<file path="src/sv/assert_macros.svh">
// Shared assertion macros; clock i_clk, synchronous active-low reset i_rst_n.
`ifndef ASSERT_MACROS_SVH
`define ASSERT_MACROS_SVH

// Property that must hold at every clock edge out of reset.
`define ASSERT_ALWAYS(label, prop, msg) \
    label: assert property (@(posedge i_clk) disable iff (!i_rst_n) (prop)) \
        else $error(msg);

// Condition in one cycle implies a consequence in the next.
`define ASSERT_NEXT(label, ante, cons, msg) \
    label: assert property (@(posedge i_clk) disable iff (!i_rst_n) \
        (ante) |=> (cons)) else $error(msg);

`endif

</file>
<file path="src/sv/llt_pkg.sv">
package llt_pkg;

    // Default sizing
    localparam int TABLE_DEPTH_DEF  = 256;
    localparam int SECTION_BITS_DEF = 8;

    // Operation codes
    localparam logic [1:0] OP_START  = 2'd0;
    localparam logic [1:0] OP_DEFINE = 2'd1;
    localparam logic [1:0] OP_FIND   = 2'd2;

    // Pass numbers with special behavior
    localparam logic [1:0] PASS_0 = 2'd0;
    localparam logic [1:0] PASS_2 = 2'd2;

    // Status codes
    localparam logic [1:0] STAT_OK    = 2'd0;
    localparam logic [1:0] STAT_FULL  = 2'd1;
    localparam logic [1:0] STAT_PHASE = 2'd2;
    localparam logic [1:0] STAT_UNDEF = 2'd3;

    // Reference kinds
    localparam logic [1:0] KIND_NONE  = 2'd0;
    localparam logic [1:0] KIND_RELOC = 2'd1;
    localparam logic [1:0] KIND_ABS   = 2'd2;

    // Config register indexes
    localparam logic CFG_PASS = 1'b0;
    localparam logic CFG_ABS  = 1'b1;

    localparam logic [15:0] UNDEF_LOCATION = 16'hFFFF;
    localparam logic [7:0]  ABS_SECTION_RESET = 8'd1;

    // Sequencer states
    typedef enum logic [2:0] {
        S_IDLE,
        S_EXEC,
        S_CHECK,
        S_SCAN,
        S_EMIT
    } t_state;

    // One result item
    typedef struct packed {
        logic [1:0]  status;
        logic [15:0] location;
        logic [7:0]  section;
        logic [1:0]  kind;
    } t_result;

endpackage

</file>
<file path="src/sv/llt_seq.sv">
`include "assert_macros.svh"

module llt_seq #(
    parameter int TABLE_DEPTH  = llt_pkg::TABLE_DEPTH_DEF,
    parameter int SECTION_BITS = llt_pkg::SECTION_BITS_DEF
) (
    input  logic                           i_clk,
    input  logic                           i_rst_n,
    // request side
    input  logic                           i_in_valid,
    output logic                           o_in_stall,
    input  logic [1:0]                     i_operation,
    input  logic signed [15:0]             i_label_number,
    input  logic [15:0]                    i_location,
    input  logic [7:0]                     i_section_id,
    input  logic                           i_search_forward,
    // configuration
    input  logic [1:0]                     i_pass_number,
    input  logic [7:0]                     i_absolute_section_id,
    // result handoff
    output logic                           o_res_valid,
    input  logic                           i_res_take,
    output llt_pkg::t_result               o_res,
    // table memory
    output logic                           o_mem_we,
    output logic [$clog2(TABLE_DEPTH)-1:0] o_mem_waddr,
    output logic [15:0]                    o_mem_wlabel,
    output logic [15:0]                    o_mem_wlocation,
    output logic [SECTION_BITS-1:0]        o_mem_wsection,
    output logic                           o_mem_re,
    output logic [$clog2(TABLE_DEPTH)-1:0] o_mem_raddr,
    input  logic [15:0]                    i_mem_rlabel,
    input  logic [15:0]                    i_mem_rlocation,
    input  logic [SECTION_BITS-1:0]        i_mem_rsection
);

    localparam int AW = $clog2(TABLE_DEPTH);
    localparam int PW = $clog2(TABLE_DEPTH + 1);
    localparam logic [PW-1:0] DEPTH_P = PW'(TABLE_DEPTH);
    localparam logic [PW-1:0] ONE_P   = PW'(1);

    llt_pkg::t_state  r_state, n_state;
    logic [1:0]       r_op;
    logic [15:0]      r_label;
    logic [15:0]      r_location;
    logic [SECTION_BITS-1:0] r_section;
    logic             r_forward;
    logic [PW-1:0]    r_cur, n_cur;
    logic [PW-1:0]    r_wp, n_wp;
    logic [PW-1:0]    r_hm, n_hm;
    logic [PW-1:0]    r_pos, n_pos;
    llt_pkg::t_result r_res, n_res;

    logic [15:0]             sec_ext;
    logic [15:0]             rsec_ext;
    logic                    cur_full;
    logic                    wp_full;
    logic                    label_hit;
    logic                    fwd_start;
    logic                    bwd_start;
    logic                    scan_more;
    logic [PW-1:0]           cur_dec;
    logic [PW-1:0]           pos_dec;
    llt_pkg::t_result        res_ok;
    llt_pkg::t_result        res_full;
    llt_pkg::t_result        res_undef;
    llt_pkg::t_result        res_found;

    // Shared compare and step logic
    assign sec_ext   = 16'(i_section_id);
    assign rsec_ext  = 16'(i_mem_rsection);
    assign cur_full  = (r_cur == DEPTH_P);
    assign wp_full   = (r_wp == DEPTH_P);
    assign label_hit = (i_mem_rlabel == r_label);
    assign fwd_start = (r_cur < r_hm);
    assign bwd_start = (r_cur != '0);
    assign scan_more = r_forward ? (r_pos < r_hm) : (r_pos != '0);
    assign cur_dec   = r_cur - ONE_P;
    assign pos_dec   = r_pos - ONE_P;

    // Canned result items
    assign res_ok    = '{status: llt_pkg::STAT_OK, location: 16'd0, section: 8'd0,
                         kind: llt_pkg::KIND_NONE};
    assign res_full  = '{status: llt_pkg::STAT_FULL, location: 16'd0, section: 8'd0,
                         kind: llt_pkg::KIND_NONE};
    assign res_undef = '{status: llt_pkg::STAT_UNDEF, location: llt_pkg::UNDEF_LOCATION,
                         section: i_absolute_section_id, kind: llt_pkg::KIND_ABS};
    assign res_found = '{status: llt_pkg::STAT_OK, location: i_mem_rlocation,
                         section: rsec_ext[7:0],
                         kind: (i_mem_rsection != '0) ? llt_pkg::KIND_RELOC
                                                      : llt_pkg::KIND_NONE};

    // Next state
    always_comb begin
        n_state = r_state;
        case (r_state)
            llt_pkg::S_IDLE: begin
                if (i_in_valid) n_state = llt_pkg::S_EXEC;
            end
            llt_pkg::S_EXEC: begin
                n_state = llt_pkg::S_EMIT;
                case (r_op)
                    llt_pkg::OP_DEFINE: begin
                        if (i_pass_number == llt_pkg::PASS_2 && !cur_full)
                            n_state = llt_pkg::S_CHECK;
                    end
                    llt_pkg::OP_FIND: begin
                        if (r_forward ? fwd_start : bwd_start)
                            n_state = llt_pkg::S_SCAN;
                    end
                    default: n_state = llt_pkg::S_EMIT;
                endcase
            end
            llt_pkg::S_CHECK: n_state = llt_pkg::S_EMIT;
            llt_pkg::S_SCAN: begin
                if (label_hit || !scan_more) n_state = llt_pkg::S_EMIT;
            end
            llt_pkg::S_EMIT: begin
                if (i_res_take) n_state = llt_pkg::S_IDLE;
            end
            default: n_state = llt_pkg::S_IDLE;
        endcase
    end

    // Datapath and memory control
    always_comb begin
        n_cur           = r_cur;
        n_wp            = r_wp;
        n_hm            = r_hm;
        n_pos           = r_pos;
        n_res           = r_res;
        o_mem_we        = 1'b0;
        o_mem_waddr     = r_wp[AW-1:0];
        o_mem_wlabel    = r_label;
        o_mem_wlocation = r_location;
        o_mem_wsection  = r_section;
        o_mem_re        = 1'b0;
        o_mem_raddr     = r_cur[AW-1:0];
        case (r_state)
            llt_pkg::S_EXEC: begin
                case (r_op)
                    llt_pkg::OP_START: begin
                        n_cur = '0;
                        if (i_pass_number != llt_pkg::PASS_2) n_wp = '0;
                        if (i_pass_number == llt_pkg::PASS_0) n_hm = '0;
                        n_res = res_ok;
                    end
                    llt_pkg::OP_DEFINE: begin
                        if (!cur_full) n_cur = r_cur + ONE_P;
                        if (i_pass_number != llt_pkg::PASS_2) begin
                            // append entry
                            if (wp_full) begin
                                n_res = res_full;
                            end else begin
                                o_mem_we = 1'b1;
                                n_wp     = r_wp + ONE_P;
                                if (i_pass_number == llt_pkg::PASS_0) n_hm = r_wp + ONE_P;
                                n_res    = res_ok;
                            end
                        end else begin
                            // fetch stored entry for the phase check
                            n_res = res_full;
                            if (!cur_full) o_mem_re = 1'b1;
                        end
                    end
                    llt_pkg::OP_FIND: begin
                        n_res = res_undef;
                        if (r_forward) begin
                            if (fwd_start) begin
                                o_mem_re = 1'b1;
                                n_pos    = r_cur + ONE_P;
                            end
                        end else if (bwd_start) begin
                            o_mem_re    = 1'b1;
                            o_mem_raddr = cur_dec[AW-1:0];
                            n_pos       = cur_dec;
                        end
                    end
                    default: n_res = res_ok;
                endcase
            end
            llt_pkg::S_CHECK: begin
                n_res = (i_mem_rlocation == r_location) ? res_ok
                      : '{status: llt_pkg::STAT_PHASE, location: 16'd0, section: 8'd0,
                          kind: llt_pkg::KIND_NONE};
            end
            llt_pkg::S_SCAN: begin
                // one entry compared per cycle, next read issued alongside
                if (label_hit) begin
                    n_res = res_found;
                end else if (scan_more) begin
                    o_mem_re = 1'b1;
                    if (r_forward) begin
                        o_mem_raddr = r_pos[AW-1:0];
                        n_pos       = r_pos + ONE_P;
                    end else begin
                        o_mem_raddr = pos_dec[AW-1:0];
                        n_pos       = pos_dec;
                    end
                end else begin
                    n_res = res_undef;
                end
            end
            default: begin
                n_res = r_res;
            end
        endcase
    end

    // Control registers
    always_ff @(posedge i_clk) begin
        if (!i_rst_n) begin
            r_state <= llt_pkg::S_IDLE;
            r_cur   <= '0;
            r_wp    <= '0;
            r_hm    <= '0;
            r_pos   <= '0;
        end else begin
            r_state <= n_state;
            r_cur   <= n_cur;
            r_wp    <= n_wp;
            r_hm    <= n_hm;
            r_pos   <= n_pos;
        end
    end

    // Request and result payload
    always_ff @(posedge i_clk) begin
        if (r_state == llt_pkg::S_IDLE && i_in_valid) begin
            r_op       <= i_operation;
            r_label    <= i_label_number;
            r_location <= i_location;
            r_section  <= sec_ext[SECTION_BITS-1:0];
            r_forward  <= i_search_forward;
        end
        r_res <= n_res;
    end

    assign o_in_stall  = (r_state != llt_pkg::S_IDLE);
    assign o_res_valid = (r_state == llt_pkg::S_EMIT);
    assign o_res       = r_res;

    `ASSERT_ALWAYS(a_wp_bound, r_wp <= DEPTH_P && r_hm <= DEPTH_P && r_cur <= DEPTH_P,
        "table position beyond depth")
    `ASSERT_ALWAYS(a_write_in_exec, !o_mem_we || r_state == llt_pkg::S_EXEC,
        "table write outside execute step")
    `ASSERT_NEXT(a_res_hold, r_state == llt_pkg::S_EMIT && !i_res_take,
        r_state == llt_pkg::S_EMIT && $stable(r_res), "pending result changed")
    `ASSERT_NEXT(a_check_after_read, r_state == llt_pkg::S_EXEC && r_op == llt_pkg::OP_DEFINE
        && i_pass_number == llt_pkg::PASS_2 && !cur_full,
        r_state == llt_pkg::S_CHECK && $past(o_mem_re), "phase check without read")

endmodule

</file>
<file path="config.mk">
export PLATFORM = sky130hd
export DESIGN_NAME = llt_seq
export DESIGN_NICKNAME = d
export VERILOG_FILES = /design/src/sv/llt_pkg.sv /design/src/sv/llt_seq.sv
export VERILOG_INCLUDE_DIRS = /design/src /design/src/sv
export SDC_FILE = /design/constraint.sdc
export NUM_CORES = 1
export LEC_CHECK = 0
export BUFFER_PORTS_ARGS = -buffer_cell sky130_fd_sc_hd__buf_2
export CORE_MARGIN = 4
export CORE_UTILIZATION = 45
export CTS_BUF_LIST = sky130_fd_sc_hd__clkbuf_4 sky130_fd_sc_hd__clkbuf_8 sky130_fd_sc_hd__clkbuf_16
export CTS_CLUSTER_DIAMETER = 100
export DETAILED_ROUTE_END_ITERATION = 6
export GPL_ROUTABILITY_DRIVEN = 0
export PLACE_DENSITY = 0.74
export REMOVE_ABC_BUFFERS = 1
export SYNTH_ARGS = -nofsm -noshare
export SYNTH_HDL_FRONTEND = slang
export SYNTH_SLANG_ARGS = --single-unit
</file>
<file path="constraint.sdc">
create_clock -name i_clk -period 11.8 [get_ports i_clk]
set_input_delay 0 -clock i_clk [delete_from_list [all_inputs] [get_ports i_clk]]
set_output_delay 0 -clock i_clk [all_outputs]
set_load 0.02 [all_outputs]
</file>
# After elaboration in Yosys (flattened, before gate mapping)
# Cells that the tools add are included.
# word_totals
register_bits	110
latchBits	0
mem_bits_rw	0
mem_bits_ro	0
in_bits	97
out_inout_bits	88
wordCells	125
memories	0
# op_classes
add_sub_neg	5
multipliers	0
div	0
magnitude_cmp	2
n_eq_ne	27
shift	0
mux	56
n_bitwise	0
n_reduce_logical	21
# ops
cell	count
two-way mux 9 bit	15
two-way mux 28 bit	4
one-hot mux 28 bit (3 select lines)	1
one-hot mux 9 bit (2 select lines)	4
one-hot mux 28 bit (2 select lines)	1
two-way mux 8 bit	6
== test 16 bit	2
adder 9 x 1 -> 9 bit, second input constant	3
two-way mux 27 bit	1
inequality test 2 bit, second input constant	11
== test 9 bit, second input constant	2
less-than comparator 9 bit	2
nonzero test 9 bit	2
subtractor 9 x 1 -> 9 bit, second input constant	2
one-hot mux 8 bit (2 select lines)	1
two-way mux 3 bit	5
one-hot mux 3 bit (5 select lines)	1
two-way mux 1 bit	14
AND reduction 6 bit	2
inequality test 3 bit, second input constant	3
nonzero test 8 bit	1
== test 3 x 2 -> 1 bit, second input constant	2
one-hot mux 3 bit (2 select lines)	1
AND reduction 3 bit	2
other kinds (15)	23

# Longest topological paths before layout
# depth
ltp_word	6
mapped_depth	11
depth_no_buf	9

# Least setup slack after synthesis
# OpenSTA, ideal clock, no wires.
# synth_path
path_type	reg-to-reg
from	reg r_pos[0]
to	reg r_res (netlist bit o_res[0]), enable pin
setup_time_ps	422
t_arrival_ps	3432
required_time_ps	11378
slack_ps	7946
stages_incl_launch_ff	10
path_buffers	1
synth_period_minus_slack_ps	3854
cell_sequence	dfxtp_1 -> inv_1 -> ha_1 -> or4b_4 -> or3_1 -> buf_2 -> o41ai_4 -> a211o_2 -> nor2_4 -> a21oi_1
# synth_between
elab_chain_cells	4
elab_cells_between_ends	5
classes_between	1 x order compare; 1 x eq/ne; 1 x mux; 2 x reduce/logical
# synth_lines
element	line_no	rtl
start, declared	llt_seq.sv:51	logic [PW-1:0] r_pos, n_pos;
start signal, assigned	llt_seq.sv:223	r_pos <= n_pos;
less-than comparator 9 bit / nonzero test 9 bit (equally long branches)	llt_seq.sv:77	assign scan_more = r_forward ? (r_pos < r_hm) : (r_pos != '0);
two-way mux 1 bit (*)	llt_seq.sv:77	
inequality test 3 bit (no line) (*)	n/a	
AND reduction 2 bit (no line) (*)	n/a	
end signal, assigned	llt_seq.sv:236	r_res <= n_res;
end, declared	llt_seq.sv:52	llt_pkg::t_result r_res, n_res;
# Mark *: on every way between the ends. The rest lies on a longest branch, timed or not.
# A chain may end at the register's enable or synchronous reset.

==> summary.md <==
| Metric | Value |
|---|---|
| Outcome | completed |
| Syn-to-layout area delta | 31.5% |
| Number of buffer cells added on primary ports | between 150 and 200 |
| Wire length of the first global-routing pass | 30600 um |
| Number of synthesized register bits | between 100 and 150 |
| I/O Pins | between 150 and 200 |
| Placed Instances | 933 |
| Startpoint kind of the worst setup timing path | flop |
| Share of total power in sequential cells | 45.9% |
| Post-CTS repair timing setup buffer count | 0 |
| Largest voltage drop on the vdd net | about 0.085 mV |
| Antenna violations before repair | 1 |
| Part of the total power dissipated in combinational logic | 25.1% |
| Overall die width | roughly 130 um |
| Met1 Routed Length | 7400 um |
| Wire length on met2 | 10000 um |
| Crit path max fanout | 26 |
| Leakage power summed over all cells | 3.55 nW |
| Vias per Instance | 5.66 |
| Clk buf depth | 2 |
| Starting DRT DRC Count | around 560 |
| Post-CTS Hold Fix Bufs | just under 80 |
| Placeable core area | between 10000 and 15000 sq um |
| Detailed-route wire length | 19500 um |
| Fraction of registers with async set/reset | 0% |
| Sum of negative setup slack | 0 ns |
| Net Sw Power | 0.337 mW |
| Fin. max-slew vios | 0 |
| Root buffer cell | clkbuf_16 |
| Number of gates resized after CTS | 0 |
| Count of max-cap constraint violations | 0 |
| Kind of end point of the critical path | flop |
| Int Pwr | 0.704 mW |
| Synthesized area per cell | 10.1 sq um |
| Count of warnings emitted by yosys | 0 |
| Post-synthesis cell area | about 6200 sq um |
| DRC violations left | 0 |
| Remaining antenna violation count | 0 |
| Top_reg_cell synth | edfxtp_1 |
| Highest routed metal layer | met4 |
| Layout Nets | 969 |
| Classification of the worst setup path | flop to flop |
| Number of library cell types mapped by synthesis | between 60 and 70 |
| Final hold viol count | 0 |
| Y dimension of the die | 126 um |
| Slew at the pin closest to its max-slew limit | 1.22 ns |
| Number of synthesized flops with an enable pin | ~70 |
| Slew margin rel. | a little under a fifth |
| H-Tree Depth | 3 |
| Power density of the placed cells | 127 nW/um^2 |
| Setup repair after global routing missed its margin | no |
| Class of the tightest hold or removal check | input pin to flop |
| Period utilisation layout | 30.2% |
| Routed wire per std cell | around 19 um |
| Arrival time of data at the critical path endpoint | 3.79 ns |
| Fmax | 0.281 GHz |
| Layout cell share with drive strength beyond 1 | 26.4% |
| Maximum number of pins on one net before global-route repair | 44 |
| Setup clock skew after layout | 0.0176 ns |
| Time the final worst path needs with I/O delays and setup | 3.56 ns |
| Sequential area share after synthesis | 46.9% |
| Row cnt | 42 |
| Non-filler instance count after layout | 1027 |
| Clock share of power | around 29% |
| Fill cells | 1078 |
| Clock sink count | between 100 and 150 |
| Required time at the endpoint of the critical path | 12.02 ns |
| Later-pin clock latency in the skew report | roughly 0.37 ns |
| Worst-path clk slew | 0.08 ns |
| Sw Ratio | between 30% and 40% |
| Effective utilization at floorplan | between 40% and 50% |
| Total die area | 15800 sq um |
| Total grt overflow | 0 |
| Detailed-placement wirelength estimate | 12900 um |
| Post-synthesis instance total | a little over 600 |
| Number of detailed-route iterations in the first pass | 5 |
| FF-to-FF setup slack | 8.24 ns |
| Final setup violation count | 0 |
| TritonCTS buffer count | 9 |
| Number of global-route vias before repair | 5785 |
| Total global-route track usage | about a quarter |
| Met3 Wirelength | 1290 um |
| Vias | 5816 |
| CTS tree | built |
per-layer routing:
| metal | track usage, % | vias to the layer above |
|---|---|---|
| met2 | 43.1 | 292 |
| met5 | 0 | - |
| met3 | 3.84 | 63 |
| li1 | - | 2707 |
| met1 | 28.5 | 2754 |
| met4 | 10.9 | 0 |
critical path, stage by stage (launching register included):
cell	delay [ns]
dfxtp_1	0.38
nor2b_1	0.72
nand2_1	0.61
nor2_1	0.28
a21o_1	0.64
a22o_1	0.24
dlygate4sd3_1	0.55
final timing paths:
path / start / to / cells past startpoint
worst min-delay path: i_pass_number[1] / r_hm[8]$_SDFFE_PN0P_ / 4
worst max-delay path: r_state[0]$_SDFFE_PN0P_ / o_res[8]$_DFFE_PP_ / 6
worst min register to register: r_hm[6]$_SDFFE_PN0P_ / r_hm[6]$_SDFFE_PN0P_ / 2
worst max register to register: r_state[0]$_SDFFE_PN0P_ / o_res[8]$_DFFE_PP_ / 6
through the flow:
step	power (mW)	hold WS [ns]	worst slack [ns]	instance area (sq um)	utilization (%)
detailed placement	0.719	0.178	8.63	7120	53.1
global placement	0.713	0.177	8.70	7120	53.1
floorplan	0.632	0.0989	7.81	5960	-
CTS	1.04	0.0169	8.30	8180	61.0
global route	1.08	0.0592	8.07	8180	61.0
finish	1.04	0.0189	8.24	8180	61.0
registers in the layout, summed over array words and instances, names as in the netlist:
name / flops
o_mem_wlabel: 16
o_mem_wlocation: 16
o_mem_wsection: 8
o_res: 28
r_cur: 9
r_forward: 1
r_hm: 9
r_op: 2
r_pos: 9
r_state: 3
r_wp: 9
cell families (layout without fill, tap and decap cells):
family / after synthesis / after routing / synth area share, %
mux: 17 / 17 / 2.80
buf+inv: 68 / 302 / 5.59
other cells: 0 / 1 / 0
xor+xnor: 53 / 53 / 7.47
fa+ha+maj: 27 / 27 / 5.43
compound gates: 152 / 152 / 16.8
flops: 110 / 110 / 46.9
simple gates: 189 / 189 / 15.0
Yosys cell counts (all sizes together), types with 7 or more instances:
cell type / number / share of area (%)
inv: 22 / 1.3
a21o: 23 / 2.8
nor2: 54 / 3.4
ha: 27 / 5.4
buf: 19 / 2.5
dfxtp: 39 / 13
and3: 12 / 1.3
o21ai: 24 / 2.0
nand4: 13 / 1.3
a21oi: 38 / 3.1
mux2i: 14 / 2.3
xnor2: 44 / 6.2
nor3: 17 / 1.4
a31oi: 12 / 1.2
nor4: 7 / 0.70
xor2: 9 / 1.3
clkbuf: 24 / 1.5
nand3: 17 / 1.4
nand2: 41 / 2.5
edfxtp: 71 / 34
a22o: 9 / 1.3
layout make-up:
class	instances	area, sq um	share of cell area (%)
clock inverter	7	60.1	0.734
clock buffer	9	225	2.75
multi-input combinational	438	2970	36.3
timing repair buffer	262	1700	20.8
inverter	24	90.1	1.10
sequential	110	2910	35.6
antenna	1	2.50	0.0306
tap	176	220	2.69
cell usage in the layout (no fill, tap or decap), types with 7 or more instances in the layout:
cell	netlist	layout
a22o_1	9	9
nor2_1	52	51
o21ai_0	23	23
clkbuf_16	0	9
edfxtp_1	71	71
nor4_1	7	7
buf_2	3	184
a21o_1	22	22
ha_1	27	27
xnor2_1	44	44
a21oi_1	38	37
nand4_1	13	13
nand2_1	41	41
nor3_1	17	17
a31oi_1	12	12
dfxtp_1	39	39
mux2i_1	14	14
nand3_1	17	17
xor2_1	9	9
inv_1	22	22
dlygate4sd3_1	0	77
and3_1	9	9
power by group through the flow:
| stage | clock network (mW) | logic (mW) | registers (mW) |
|---|---|---|---|
| 2_1_floorplan | 0 | 0.112 | 0.520 |
| 3_3_place_gp | 0 | 0.230 | 0.483 |
| 3_5_place_dp | 0 | 0.235 | 0.485 |
| 4_1_cts | 0.304 | 0.256 | 0.476 |
| 5_1_grt | 0.325 | 0.278 | 0.481 |
| 6_report | 0.302 | 0.262 | 0.478 |
No activity file was read; power rests on OpenSTA's default activity.
